### config.mk
export PLATFORM = sky130hd
export DESIGN_NAME = printf_integer_field_formatter_core
export DESIGN_NICKNAME = d
export VERILOG_FILES = /design/src/rtl/pifmt_pkg.sv /design/src/rtl/pifmt_dp.sv /design/src/rtl/pifmt_ctrl.sv /design/src/rtl/printf_integer_field_formatter_core.sv
export SDC_FILE = /design/constraint.sdc
export NUM_CORES = 1
export LEC_CHECK = 0
export BUFFER_PORTS_ARGS = -buffer_cell sky130_fd_sc_hd__buf_2
export CAP_MARGIN = 20
export CORE_ASPECT_RATIO = 2
export CORE_MARGIN = 10
export CORE_UTILIZATION = 55
export CTS_BUF_LIST = sky130_fd_sc_hd__clkbuf_16
export CTS_CLUSTER_SIZE = 28
export DETAILED_ROUTE_END_ITERATION = 12
export PLACE_DENSITY = 0.82
export SYNTH_ARGS = -nofsm -noshare
export SYNTH_HDL_FRONTEND = slang
export SYNTH_HIERARCHICAL = 1
export SYNTH_SLANG_ARGS = --single-unit
### constraint.sdc
create_clock -name clk -period 11.92 [get_ports clk]
set_input_delay 0.596 -clock clk [delete_from_list [all_inputs] [get_ports clk]]
set_output_delay 0.596 -clock clk [all_outputs]
set_load 0.01 [all_outputs]
### src/rtl/pifmt_pkg.sv
// ----------------------------------------------------------------------------
// pifmt_pkg
// Shared types and constants of the printf integer field formatter: the
// conversion kind codes, emit phase codes and the command and status groups
// that join the controller and the datapath.
// ----------------------------------------------------------------------------
package pifmt_pkg;

	// Conversion kinds as they arrive on conv_kind.
	localparam logic [2:0] KIND_SDEC = 3'd0;
	localparam logic [2:0] KIND_UDEC = 3'd1;
	localparam logic [2:0] KIND_HEX  = 3'd2;
	localparam logic [2:0] KIND_UHEX = 3'd3;
	localparam logic [2:0] KIND_OCT  = 3'd4;
	localparam logic [2:0] KIND_BIN  = 3'd5;
	localparam logic [2:0] KIND_CHAR = 3'd6;
	localparam logic [2:0] KIND_PTR  = 3'd7;

	// Emit phases, in the order the field is written.
	localparam logic [2:0] PH_LPAD = 3'd0;
	localparam logic [2:0] PH_PFX  = 3'd1;
	localparam logic [2:0] PH_ZPAD = 3'd2;
	localparam logic [2:0] PH_DIG  = 3'd3;
	localparam logic [2:0] PH_RPAD = 3'd4;

	// Width of the field length, count and width values.
	localparam int LEN_W = 7;

	typedef struct packed {
		logic       load;      // capture a new conversion
		logic       dabble;    // one binary to BCD step
		logic       trim;      // drop one leading zero digit
		logic       setup;     // work out padding and field length
		logic       cnt_load;  // load the phase counter for phase
		logic       emit;      // write one character of phase
		logic [2:0] phase;
	} pifmt_cmd_t;

	typedef struct packed {
		logic is_dec;       // decimal conversion, needs BCD steps
		logic dabble_last;  // the final BCD step is under way
		logic trim_done;    // no leading zero digit left to drop
		logic cnt_zero;     // current phase has nothing left to write
		logic at_last;      // next character written ends the field
	} pifmt_stat_t;

endpackage

### src/rtl/pifmt_dp.sv
// ----------------------------------------------------------------------------
// pifmt_dp
// Datapath of the formatter: operand capture, shift-and-add-3 binary to BCD
// conversion, leading zero removal, padding arithmetic and the output
// character register.
// ----------------------------------------------------------------------------
module pifmt_dp #(
	parameter int MAX_FIELD_CHARS = 64
) (
	input  logic                    clk,
	input  logic [63:0]             value,
	input  logic [2:0]              conv_kind,
	input  logic                    long_arg,
	input  logic                    alt_form,
	input  logic                    zero_fill,
	input  logic                    left_justify,
	input  logic                    blank_sign,
	input  logic                    plus_sign,
	input  logic [6:0]              min_width,
	input  pifmt_pkg::pifmt_cmd_t   cmd,
	output pifmt_pkg::pifmt_stat_t  st,
	output logic [7:0]              out_char,
	output logic                    last_char
);
	import pifmt_pkg::*;

	localparam logic [1:0] BASE_DEC = 2'd0;
	localparam logic [1:0] BASE_HEX = 2'd1;
	localparam logic [1:0] BASE_OCT = 2'd2;
	localparam logic [1:0] BASE_BIN = 2'd3;

	localparam int NUM_W = 80;
	localparam logic [LEN_W-1:0] MAX_LEN = LEN_W'(MAX_FIELD_CHARS);

	localparam logic [7:0] CH_SPACE = 8'h20;
	localparam logic [7:0] CH_ZERO  = 8'h30;
	localparam logic [7:0] CH_MINUS = 8'h2d;
	localparam logic [7:0] CH_PLUS  = 8'h2b;
	localparam logic [7:0] CH_LOW_X = 8'h78;
	localparam logic [7:0] CH_LOW_B = 8'h62;
	localparam logic [7:0] CH_LOW_A = 8'h61;
	localparam logic [7:0] CH_UP_A  = 8'h41;

	function automatic logic [7:0] digit_ascii(input logic [3:0] d, input logic up);
		logic [7:0] r;
		if (d < 4'd10) begin
			r = CH_ZERO + {4'b0, d};
		end else begin
			r = (up ? CH_UP_A : CH_LOW_A) + {4'b0, d} - 8'd10;
		end
		return r;
	endfunction

	// Captured conversion.
	logic [1:0]       base_q;
	logic             upper_q;
	logic             is_char_q;
	logic             ljust_q;
	logic             zpad_en_q;
	logic [LEN_W-1:0] width_q;
	logic [7:0]       pfx0_q;
	logic [7:0]       pfx1_q;
	logic [1:0]       plen_q;

	// Working registers.
	logic [NUM_W-1:0] num_q;
	logic [63:0]      mag_q;
	logic [5:0]       step_q;
	logic [LEN_W-1:0] ndig_q;
	logic [LEN_W-1:0] pad_q;
	logic [LEN_W-1:0] len_m1_q;
	logic [LEN_W-1:0] cnt_q;
	logic [LEN_W-1:0] ocnt_q;
	logic [7:0]       out_char_q;
	logic             last_q;

	// Load decode.
	logic [63:0]      ld_val;
	logic [63:0]      ld_sext;
	logic [63:0]      ld_mag;
	logic             ld_alt;
	logic [1:0]       ld_base;
	logic             ld_upper;
	logic             ld_char;
	logic [LEN_W-1:0] ld_ndig;
	logic [7:0]       ld_pfx0;
	logic [7:0]       ld_pfx1;
	logic [1:0]       ld_plen;
	logic [NUM_W-1:0] ld_num;

	always_comb begin
		ld_alt   = alt_form || (conv_kind == KIND_PTR);
		ld_val   = (long_arg || conv_kind == KIND_PTR) ? value : {32'b0, value[31:0]};
		ld_sext  = long_arg ? value : {{32{value[31]}}, value[31:0]};
		ld_mag   = ld_val;
		ld_base  = BASE_HEX;
		ld_upper = 1'b0;
		ld_char  = 1'b0;
		ld_ndig  = LEN_W'(16);
		ld_pfx0  = CH_ZERO;
		ld_pfx1  = CH_LOW_X;
		ld_plen  = 2'd0;
		case (conv_kind)
			KIND_SDEC: begin
				ld_base = BASE_DEC;
				ld_ndig = LEN_W'(20);
				if (ld_sext[63]) begin
					ld_mag  = 64'd0 - ld_sext;
					ld_pfx0 = CH_MINUS;
					ld_plen = 2'd1;
				end else begin
					ld_mag = ld_sext;
					if (blank_sign) begin
						ld_pfx0 = CH_SPACE;
						ld_plen = 2'd1;
					end else if (plus_sign) begin
						ld_pfx0 = CH_PLUS;
						ld_plen = 2'd1;
					end
				end
			end
			KIND_UDEC: begin
				ld_base = BASE_DEC;
				ld_ndig = LEN_W'(20);
				if (blank_sign) begin
					ld_pfx0 = CH_SPACE;
					ld_plen = 2'd1;
				end else if (plus_sign) begin
					ld_pfx0 = CH_PLUS;
					ld_plen = 2'd1;
				end
			end
			KIND_HEX, KIND_PTR: begin
				if (ld_alt) ld_plen = 2'd2;
			end
			KIND_UHEX: begin
				ld_upper = 1'b1;
				if (ld_alt) ld_plen = 2'd2;
			end
			KIND_OCT: begin
				ld_base = BASE_OCT;
				ld_ndig = LEN_W'(22);
				if (ld_alt) ld_plen = 2'd1;
			end
			KIND_BIN: begin
				ld_base = BASE_BIN;
				ld_ndig = LEN_W'(64);
				ld_pfx1 = CH_LOW_B;
				if (ld_alt) ld_plen = 2'd2;
			end
			KIND_CHAR: begin
				ld_char = 1'b1;
				ld_ndig = LEN_W'(1);
			end
			default: begin
			end
		endcase
		// Digits sit left-aligned so the leading digit is always at the top.
		case (ld_base)
			BASE_DEC: ld_num = '0;
			BASE_OCT: ld_num = {2'b0, ld_mag, 14'b0};
			default:  ld_num = {ld_mag, 16'b0};
		endcase
		if (ld_char) ld_num = {value[7:0], 72'b0};
	end

	// Leading digit and the register shifted past it.
	logic [3:0]       top_dig;
	logic [NUM_W-1:0] num_shl;

	always_comb begin
		case (base_q)
			BASE_OCT: begin
				top_dig = {1'b0, num_q[NUM_W-1 -: 3]};
				num_shl = num_q << 3;
			end
			BASE_BIN: begin
				top_dig = {3'b0, num_q[NUM_W-1]};
				num_shl = num_q << 1;
			end
			default: begin
				top_dig = num_q[NUM_W-1 -: 4];
				num_shl = num_q << 4;
			end
		endcase
	end

	// Add-3 correction on every BCD digit before the shift.
	logic [NUM_W-1:0] bcd_adj;

	always_comb begin
		for (int i = 0; i < NUM_W / 4; i++) begin
			bcd_adj[i*4 +: 4] = (num_q[i*4 +: 4] >= 4'd5) ? num_q[i*4 +: 4] + 4'd3
			                                               : num_q[i*4 +: 4];
		end
	end

	// Padding arithmetic.
	logic [LEN_W-1:0] total;
	logic [LEN_W-1:0] pad_c;
	logic [LEN_W-1:0] len_c;
	logic [LEN_W-1:0] len_cap;

	always_comb begin
		total   = ndig_q + {{(LEN_W-2){1'b0}}, plen_q};
		pad_c   = (width_q > total) ? width_q - total : '0;
		len_c   = (width_q > total) ? width_q : total;
		len_cap = (len_c > MAX_LEN) ? MAX_LEN : len_c;
	end

	// Phase counter preset and character of the current phase.
	logic [LEN_W-1:0] cnt_init;
	logic [7:0]       ch;

	always_comb begin
		case (cmd.phase)
			PH_LPAD: cnt_init = (!ljust_q && !zpad_en_q) ? pad_q : '0;
			PH_PFX:  cnt_init = {{(LEN_W-2){1'b0}}, plen_q};
			PH_ZPAD: cnt_init = zpad_en_q ? pad_q : '0;
			PH_DIG:  cnt_init = ndig_q;
			PH_RPAD: cnt_init = ljust_q ? pad_q : '0;
			default: cnt_init = '0;
		endcase
		case (cmd.phase)
			PH_PFX:  ch = (cnt_q == {{(LEN_W-2){1'b0}}, plen_q}) ? pfx0_q : pfx1_q;
			PH_ZPAD: ch = CH_ZERO;
			PH_DIG:  ch = is_char_q ? num_q[NUM_W-1 -: 8] : digit_ascii(top_dig, upper_q);
			default: ch = CH_SPACE;
		endcase
	end

	always_ff @(posedge clk) begin
		if (cmd.load) begin
			base_q    <= ld_base;
			upper_q   <= ld_upper;
			is_char_q <= ld_char;
			ljust_q   <= left_justify;
			zpad_en_q <= zero_fill && !left_justify && !ld_char;
			width_q   <= min_width;
			pfx0_q    <= ld_pfx0;
			pfx1_q    <= ld_pfx1;
			plen_q    <= ld_plen;
			num_q     <= ld_num;
			mag_q     <= ld_mag;
			step_q    <= '0;
			ndig_q    <= ld_ndig;
			ocnt_q    <= '0;
		end
		if (cmd.dabble) begin
			num_q  <= {bcd_adj[NUM_W-2:0], mag_q[63]};
			mag_q  <= mag_q << 1;
			step_q <= step_q + 6'd1;
		end
		if (cmd.trim) begin
			num_q  <= num_shl;
			ndig_q <= ndig_q - LEN_W'(1);
		end
		if (cmd.setup) begin
			pad_q    <= pad_c;
			len_m1_q <= len_cap - LEN_W'(1);
		end
		if (cmd.cnt_load) begin
			cnt_q <= cnt_init;
		end
		if (cmd.emit) begin
			out_char_q <= ch;
			last_q     <= (ocnt_q == len_m1_q);
			cnt_q      <= cnt_q - LEN_W'(1);
			ocnt_q     <= ocnt_q + LEN_W'(1);
			if (cmd.phase == PH_DIG) num_q <= num_shl;
		end
	end

	always_comb begin
		st.is_dec      = (base_q == BASE_DEC) && !is_char_q;
		st.dabble_last = &step_q;
		st.trim_done   = (ndig_q == LEN_W'(1)) || (top_dig != 4'd0);
		st.cnt_zero    = (cnt_q == '0);
		st.at_last     = (ocnt_q == len_m1_q);
	end

	assign out_char  = out_char_q;
	assign last_char = last_q;

endmodule

### src/rtl/pifmt_ctrl.sv
// ----------------------------------------------------------------------------
// pifmt_ctrl
// Controller of the formatter: walks a conversion through BCD conversion,
// zero digit removal, setup and the five emit phases, and owns both
// handshakes.
// ----------------------------------------------------------------------------
module pifmt_ctrl (
	input  logic                    clk,
	input  logic                    arst_n,
	input  logic                    in_valid,
	output logic                    in_ready,
	output logic                    out_valid,
	input  logic                    out_ready,
	input  pifmt_pkg::pifmt_stat_t  st,
	output pifmt_pkg::pifmt_cmd_t   cmd
);
	import pifmt_pkg::*;

	localparam logic [3:0] S_IDLE  = 4'd0;
	localparam logic [3:0] S_CONV  = 4'd1;
	localparam logic [3:0] S_TRIM  = 4'd2;
	localparam logic [3:0] S_SETUP = 4'd3;
	localparam logic [3:0] S_START = 4'd4;
	localparam logic [3:0] S_LPAD  = 4'd5;
	localparam logic [3:0] S_PFX   = 4'd6;
	localparam logic [3:0] S_ZPAD  = 4'd7;
	localparam logic [3:0] S_DIG   = 4'd8;
	localparam logic [3:0] S_RPAD  = 4'd9;

	logic [3:0] state_q;
	logic [3:0] state_d;
	logic       out_valid_q;
	logic       out_free;

	assign out_free = !out_valid_q || out_ready;

	always_comb begin
		state_d  = state_q;
		in_ready = 1'b0;
		cmd      = '0;
		case (state_q)
			S_IDLE: begin
				in_ready = 1'b1;
				if (in_valid) begin
					cmd.load = 1'b1;
					state_d  = S_CONV;
				end
			end
			S_CONV: begin
				if (!st.is_dec) begin
					state_d = S_TRIM;
				end else begin
					cmd.dabble = 1'b1;
					if (st.dabble_last) state_d = S_TRIM;
				end
			end
			S_TRIM: begin
				if (st.trim_done) state_d = S_SETUP;
				else cmd.trim = 1'b1;
			end
			S_SETUP: begin
				cmd.setup = 1'b1;
				state_d   = S_START;
			end
			S_START: begin
				cmd.cnt_load = 1'b1;
				cmd.phase    = PH_LPAD;
				state_d      = S_LPAD;
			end
			S_LPAD, S_PFX, S_ZPAD, S_DIG, S_RPAD: begin
				cmd.phase = 3'(state_q - S_LPAD);
				if (st.cnt_zero) begin
					// Phase exhausted: preset the counter of the next one.
					if (state_q == S_RPAD) begin
						state_d = S_IDLE;
					end else begin
						cmd.cnt_load = 1'b1;
						cmd.phase    = 3'(state_q - S_LPAD + 4'd1);
						state_d      = state_q + 4'd1;
					end
				end else if (out_free) begin
					cmd.emit = 1'b1;
					if (st.at_last) state_d = S_IDLE;
				end
			end
			default: state_d = S_IDLE;
		endcase
	end

	always_ff @(posedge clk or negedge arst_n) begin
		if (!arst_n) begin
			state_q     <= S_IDLE;
			out_valid_q <= 1'b0;
		end else begin
			state_q <= state_d;
			if (cmd.emit) out_valid_q <= 1'b1;
			else if (out_ready) out_valid_q <= 1'b0;
		end
	end

	assign out_valid = out_valid_q;

endmodule

### src/rtl/printf_integer_field_formatter_core.sv
// ----------------------------------------------------------------------------
// printf_integer_field_formatter_core
// Formats one parsed printf integer conversion into a stream of ASCII
// characters: leading spaces, sign or prefix, zero padding, digits and
// trailing spaces, capped at MAX_FIELD_CHARS characters.
// ----------------------------------------------------------------------------
//
//   channel  direction  handshake            payload
//   in       sink       in_valid/in_ready    value, conv_kind, flags, min_width
//   out      source     out_valid/out_ready  out_char, last_char (one char each)
//
// An item passes through capture, conversion and setup, then writes its characters
// one at a time; each leading zero digit removed and each emit phase that runs out
// before the final character takes a step of its own. Decimal conversion runs
// shift-and-add-3 BCD steps, one per operand bit, before leading zero removal.
// A new conversion is taken only once the final character has been written.
// A stalled output holds the emit sequence in place; reset clears only the controller.
// ----------------------------------------------------------------------------
module printf_integer_field_formatter_core #(
	parameter int MAX_FIELD_CHARS = 64
) (
	input  logic        clk,
	input  logic        arst_n,
	input  logic        in_valid,
	output logic        in_ready,
	input  logic [63:0] value,
	input  logic [2:0]  conv_kind,
	input  logic        long_arg,
	input  logic        alt_form,
	input  logic        zero_fill,
	input  logic        left_justify,
	input  logic        blank_sign,
	input  logic        plus_sign,
	input  logic [6:0]  min_width,
	output logic        out_valid,
	input  logic        out_ready,
	output logic [7:0]  out_char,
	output logic        last_char
);
	import pifmt_pkg::*;

	pifmt_cmd_t  cmd;
	pifmt_stat_t st;

	pifmt_ctrl u_ctrl (
		.clk       (clk),
		.arst_n    (arst_n),
		.in_valid  (in_valid),
		.in_ready  (in_ready),
		.out_valid (out_valid),
		.out_ready (out_ready),
		.st        (st),
		.cmd       (cmd)
	);

	pifmt_dp #(
		.MAX_FIELD_CHARS (MAX_FIELD_CHARS)
	) u_dp (
		.clk          (clk),
		.value        (value),
		.conv_kind    (conv_kind),
		.long_arg     (long_arg),
		.alt_form     (alt_form),
		.zero_fill    (zero_fill),
		.left_justify (left_justify),
		.blank_sign   (blank_sign),
		.plus_sign    (plus_sign),
		.min_width    (min_width),
		.cmd          (cmd),
		.st           (st),
		.out_char     (out_char),
		.last_char    (last_char)
	);

	// A character is only written into a free output register.
	a_emit_free: assert property (@(posedge clk) disable iff (!arst_n)
		cmd.emit |-> (!out_valid || out_ready))
		else $error("character written over a pending transfer");

	// Datapath steps never overlap.
	a_cmd_excl: assert property (@(posedge clk) disable iff (!arst_n)
		$onehot0({cmd.load, cmd.dabble, cmd.trim, cmd.setup, cmd.cnt_load, cmd.emit}))
		else $error("more than one datapath command in a cycle");

	// Writing the final character returns the block to idle.
	a_last_idle: assert property (@(posedge clk) disable iff (!arst_n)
		(cmd.emit && st.at_last) |=> in_ready)
		else $error("block not idle after the final character");

	// An accepted conversion keeps the input closed on the next cycle.
	a_busy: assert property (@(posedge clk) disable iff (!arst_n)
		(in_valid && in_ready) |=> !in_ready)
		else $error("input reopened right after a transfer");

endmodule

==> results.py, run 1 <==
metrics = {
    "clocking": {
        "clockBufferDepth": 3,
        "cts_tree": "done",
        "ctsHoldBuffers": 1,
        "numCtsBuffers": 21,
        "ctsResizeCount": 0,
        "worstSkewPairLatency_ps": 530,
        "cts_setup_buffers": 0,
        "clk_pin_slew_ps": 70,
        "htree_levels": 1,
        "cts-root-buf": "clkbuf_16",
        "clock_sinks": 220,
    },
    "layout": {
        "final_common_cell": "nand2_1",
        "nets": 2251,
        "final_cell_mix": "nand2_1, o21ai_0, nor2_1",
        "synthToLayoutAreaGrowth_pct": 7.214,
        "drive_above_1_share_pct": 9.220,
        "finalInstanceArea_sq_um": 18600,
    },
    "setup_path": {
        "rr_startpoint": "u_dp/cnt_q[3]",
        "end_kind": "flop",
        "cp-start-kind": "flop",
        "crit_arrival_ps": 5600,
        "critPathKind": "flop to flop",
        "crit_fanout": 72,
        "cp-startpoint": "u_dp/cnt_q[3]",
        "cp.required_ps": 12330,
    },
    "floorplan": {
        "fp.dieH_um": 271.1,
        "floorplan.rows": 92,
        "initial_core_util_pct": 55.40,
        "die_w_um": 145.6,
        "io_pins": 95,
        "core_area_sq_um": 31310,
        "dieArea_sq_um": 39470,
    },
    "min_path": {
        "holdCritPathClass": "input port to flop",
        "min-delay-start": "min_width[5]",
    },
    "sta": {
        "whs_ps": 248.0,
        "worstMarginPinSlew_ps": 1109,
        "finalWorstSetupSlack_ps": 6728,
        "rsz0062_at_grt": "no",
        "relSlewSlack_pct": 26.05,
        "fmax_ghz": 0.1926,
        "fin_setup_tns_ps": 0,
        "drv_slew": 0,
        "finalCritPeriodShare_pct": 43.56,
        "fin_crit_ps": 5192,
        "setup_viol": 0,
        "final-hold-violation-count": 0,
        "finClkSkew_ps": 11.90,
    },
    "pwr": {
        "p_leak_nw": 6.857,
        "switchingPower_mw": 1.733,
        "power_density_nw_per_um2": 214.9,
        "p_comb_share_pct": 46.2,
        "pwr-share-seq_pct": 36.4,
        "power_frac_clock_pct": 17.4,
        "switching_share_pct": 43.36,
        "internal_power_mw": 2.264,
        "peakVddDrop_uv": 130.9,
    },
    "flow_run": {
        "maxCapViolCount": 0,
    },
    "synth": {
        "yosysSeqAreaShare_pct": 33.27,
        "syn_area_per_cell_sq_um": 8.098,
        "synth_top_area_share_pct": 23.20,
        "synth_area_leaders": "edfxtp_1, dfxtp_1, o21ai_0, nand2_1, ha_1",
        "yosys_warnings": 6,
        "async_flop_share_pct": 2.273,
        "synth.distinct_cells": 90,
        "synth_largest_area_cell": "edfxtp_1",
        "ys_seq_elements": 220,
        "synth_edf_count": 134,
        "ys.flop_type": "edfxtp_1",
        "synth_nets": 2291,
        "syn_area_sq_um": 17350,
        "syn_inst": 2142,
    },
    "place": {
        "dp_hpwl_mm": 37.75,
        "io_buffers": 94,
        "dp_slack_ps": 6851,
        "placed_area_sq_um": 17900,
        "gp_congestion": 0.9696,
    },
    "routing": {
        "vias": 17071,
        "wl_per_cell_um": 21.93,
        "ant_nets": 0,
        "drtIter0Drc": 1986,
        "drc": 0,
        "routed_via_density": 6.724,
        "firstDrtPassIters": 8,
        "wl_mm": 55.68,
    },
    "global_route": {
        "grtUsageTotal_pct": 26.91,
        "grt_overflow": 0,
        "antenna_found_initial": 3,
        "grt_pass1_vias": 15815,
        "grt_pass1_wl_mm": 88.11,
        "grt_max_degree": 147,
    },
    "outcome": {
        "status": "complete, no violations",
    },
}
[stage by stage]
step	std cells	power, mW	utilization, %
final	2539	3.997	59.39
after floorplan	2142	2.803	-
after CTS	2537	3.955	59.35
after global routing	2538	4.265	59.39
after detailed placement	2500	3.251	57.16
after global placement	2500	3.189	57.16
[cell families after synthesis]
group	count (synthesis)	synth area share [%]
AOI/OAI and AO/OA	722	27.32
xor gates and xnor gates	110	5.554
DFF	220	33.27
muxes	83	4.855
adders and majority gates	68	4.948
and+or+nand+nor	675	18.24
buffers and inverters	264	5.807
[state kept, by name, indices dropped and copies added, names as in the netlist]
register          flops
u_dp/ocnt_q           7
u_dp/is_char_q        1
u_dp/out_char         8
u_dp/cnt_q            7
u_dp/ndig_q           7
u_dp/pfx1_q           2
u_dp/plen_q           2
u_dp/base_q           2
u_dp/pad_q            7
u_dp/pfx0_q           4
u_dp/mag_q           64
u_ctrl/state_q        4
u_ctrl/out_valid      1
u_dp/len_m1_q         7
u_dp/zpad_en_q        1
u_dp/width_q          7
u_dp/step_q           6
u_dp/num_q           80
u_dp/upper_q          1
u_dp/last_char        1
u_dp/ljust_q          1
[routing by layer]
layer	vias up	GRT usage [%]	routed length [um]
li1	7806	-	-
met1	8010	34.30	21570
met2	1051	42.29	25150
met3	200	5.232	5740
met4	4	14.48	3200
met5	-	0	29
[area by class of cell]
type	count	area, sq um
Clock inverter	15	151.4
Clock buffer	21	525.5
Tap cell	423	529.3
Multi-Input combinational cell	1658	10620
Inverter	78	292.8
Sequential cell	220	5771
Fill cell	2748	12710
Antenna cell	1	2.502
Timing Repair Buffer	123	706.9
[worst max-delay path: stages, from the launching register on]
cell and delay (ps):
edfxtp_1 420, or3_1 420, or3b_2 530, nor2_1 580, nand3_1 180, xnor2_1 170, nor2_1 350, nand3b_1 290
o21bai_4 180, buf_4 500, buf_4 680, nor2_1 220, o21ai_0 170, o221ai_1 130, o21bai_1 180
[power groups by stage]
| stage | logic [mW] | clock network (mW) | registers (mW) |
|---|---|---|---|
| floorplan | 1.52 | 0 | 1.28 |
| global placement | 1.74 | 0 | 1.45 |
| detailed placement | 1.80 | 0 | 1.45 |
| CTS | 1.82 | 0.701 | 1.44 |
| global route | 2.05 | 0.727 | 1.49 |
| finish | 1.85 | 0.694 | 1.45 |
[cell usage after synthesis (24+ instances only)]
master    instances
mux2i_1          74
a211oi_1         38
xnor2_1          62
nor3_1           39
a22oi_1          34
a21oi_1         156
clkbuf_1        167
nand2_1         266
nand3_1          34
dfxtp_1          81
ha_1             63
a221oi_1         41
o211ai_1         62
nor2_1          165
o22ai_1          24
edfxtp_1        134
o21ai_0         204
inv_1            74
xor2_1           48
nand2b_1         41
[worst paths after layout]
check,cells after the start,slack (ps),end
max in group asynchronous,2,11360,u_ctrl/state_q[0]
min in group asynchronous,2,420,u_ctrl/out_valid
worst min-delay path,1,250,u_dp/width_q[5]
worst min register to register,2,520,u_dp/mag_q[53]
worst max register to register,14,6730,u_dp/num_q[69]
worst max-delay path,14,6730,u_dp/num_q[69]
Note: power is estimated with default switching activity, not from simulation.
==> run 2: changes to the inputs <==
- clock period: 11.92 -> 5.41 ns (I/O delays scaled with it)
==> run 2 against run 1 <==
  * Clock power grew 140%
  * Design area grew 1.3%
  * Clock-buffer cell count grew 2
  * Critical path depth is the same
  * Worst setup slack lost 6000 ps
  * First-iteration DRC count grew 23%
  * Hold slack lost 210 ps
  * Critical path type unchanged
  * Largest power group unchanged
  * Die area is the same
  * Flip-flop and latch count is the same
  * Total power grew 120%
  * Cell count grew 0.98%
  * Sequential power grew 120%
==> results.py, run 2 (same netlist as run 1, synthesis figures left out) <==
metrics = {
    "floorplan": {
        "dieArea_sq_um": 39470,
        "io_pins": 95,
        "core_area_sq_um": 31310,
        "initial_core_util_pct": 55.40,
        "die_w_um": 145.6,
        "fp.dieH_um": 271.1,
        "floorplan.rows": 92,
    },
    "routing": {
        "vias": 17226,
        "firstDrtPassIters": 7,
        "drc": 0,
        "drtIter0Drc": 2433,
        "wl_mm": 55.96,
        "ant_nets": 0,
        "routed_via_density": 6.718,
        "wl_per_cell_um": 21.82,
    },
    "pwr": {
        "power_frac_clock_pct": 18.5,
        "internal_power_mw": 5.120,
        "peakVddDrop_uv": 361.6,
        "switchingPower_mw": 3.859,
        "pwr-share-seq_pct": 35.7,
        "switching_share_pct": 42.98,
        "p_comb_share_pct": 45.8,
        "power_density_nw_per_um2": 476.6,
        "p_leak_nw": 7.005,
    },
    "place": {
        "dp_slack_ps": 771.9,
        "dp_hpwl_mm": 38.27,
        "dp_cells": 2513,
        "io_buffers": 94,
        "gp_congestion": 1.025,
    },
    "sta": {
        "rsz0062_at_grt": "no",
        "fin_setup_tns_ps": 0,
        "finalCritPeriodShare_pct": 87.42,
        "finClkSkew_ps": 10.24,
        "finalWorstSetupSlack_ps": 680.8,
        "whs_ps": 36.25,
        "final-hold-violation-count": 0,
        "fin_crit_ps": 4729,
        "relSlewSlack_pct": 32.31,
        "setup_viol": 0,
        "worstMarginPinSlew_ps": 1015,
        "fmax_ghz": 0.2115,
        "drv_slew": 0,
    },
    "layout": {
        "finalNonFillerCells": 2564,
        "nets": 2272,
        "largest_reg_flops": 80,
        "nFillCells": 2728,
        "synthToLayoutAreaGrowth_pct": 8.606,
        "drive_above_1_share_pct": 9.958,
        "largest-register": "u_dp/num_q",
        "final_common_cell": "nand2_1",
        "final_cell_mix": "nand2_1, o21ai_0, nor2_1",
    },
    "global_route": {
        "grt_pass1_vias": 15726,
        "grt_max_degree": 100,
        "grtUsageTotal_pct": 26.86,
        "antenna_found_initial": 3,
        "grt_pass1_wl_mm": 88.00,
        "grt_overflow": 0,
    },
    "setup_path": {
        "cp.required_ps": 5680,
        "cp-start-kind": "flop",
        "critPathKind": "flop to flop",
        "crit_fanout": 7,
        "end_kind": "flop",
        "crit_arrival_ps": 5000,
    },
    "clocking": {
        "cts_setup_buffers": 0,
        "clock_sinks": 220,
        "cts-root-buf": "clkbuf_16",
        "worstSkewPairLatency_ps": 530,
        "clockBufferDepth": 3,
        "numCtsBuffers": 22,
        "ctsResizeCount": 0,
        "htree_levels": 1,
        "clk_pin_slew_ps": 70,
        "cts_tree": "done",
        "ctsHoldBuffers": 9,
    },
    "outcome": {
        "status": "complete, no violations",
    },
    "flow_run": {
        "maxCapViolCount": 0,
    },
    "min_path": {
        "holdCritPathClass": "input port to flop",
    },
}
[run 2: metal layers]
| metal | global-route usage [%] | vias to the layer above | part of all wire [%] |
|---|---|---|---|
| met5 | 0 | - | 0.048 |
| met4 | 14.46 | 4 | 6.0 |
| met3 | 3.983 | 231 | 10 |
| met2 | 42.73 | 1110 | 45 |
| met1 | 34.55 | 8022 | 39 |
| li1 | - | 7859 | - |
[run 2: area by class of cell]
| type | instances | area, sq um | share of cell area (%) |
|---|---|---|---|
| multi-input cells | 1658 | 10620 | 56.36 |
| flip-flops and latches | 220 | 5771 | 30.63 |
| repair buffers | 143 | 860.8 | 4.570 |
| clock buffers | 23 | 575.6 | 3.055 |
| well taps | 423 | 529.3 | 2.810 |
| inverters | 78 | 292.8 | 1.554 |
| clock inverters | 17 | 186.4 | 0.9896 |
| diodes | 2 | 5.005 | 0.02657 |
[run 2: per-stage QoR]
stage	total power [mW]	instance area [sq um]	utilization [%]
4_1_cts	8.889	18830	60.15
6_report	8.979	18840	60.17
5_1_grt	9.579	18840	60.16
2_1_floorplan	6.176	17350	-
3_3_place_gp	7.070	17980	57.43
3_5_place_dp	7.191	17980	57.43
[run 2: critical path, stage by stage, from the launching register on]
cell and delay [ps]:
edfxtp_1 460, ha_1 260, fa_1 420, xor2_1 320, inv_1 80, ha_1 350
a21oi_1 200, a21boi_0 120, maj3_1 390, a41oi_2 450, mux2i_1 510, o221ai_1 220
ha_1 300, and4_1 170, a211o_1 220
[run 2: final timing paths]
check / startpoint / end / slack, ps / depth (start not counted)
setup / recovery: u_dp/ndig_q[0] / u_dp/len_m1_q[4] / 680 / 14
hold reg to reg: u_dp/mag_q[0] / u_dp/mag_q[0] / 500 / 2
max in group asynchronous: arst_n / u_ctrl/state_q[2] / 5200 / 2
setup reg to reg: u_dp/ndig_q[0] / u_dp/len_m1_q[4] / 680 / 14
hold / removal: out_ready / u_ctrl/out_valid / 40 / 3
min in group asynchronous: arst_n / u_ctrl/state_q[3] / 80 / 2
[run 2: power by group through the flow]
stage | logic (mW) | registers, mW | clock network (mW)
5_1_grt | 4.57 | 3.28 | 1.74
4_1_cts | 4.04 | 3.17 | 1.68
6_report | 4.11 | 3.20 | 1.66
3_3_place_gp | 3.88 | 3.19 | 0
3_5_place_dp | 3.99 | 3.20 | 0
2_1_floorplan | 3.35 | 2.82 | 0
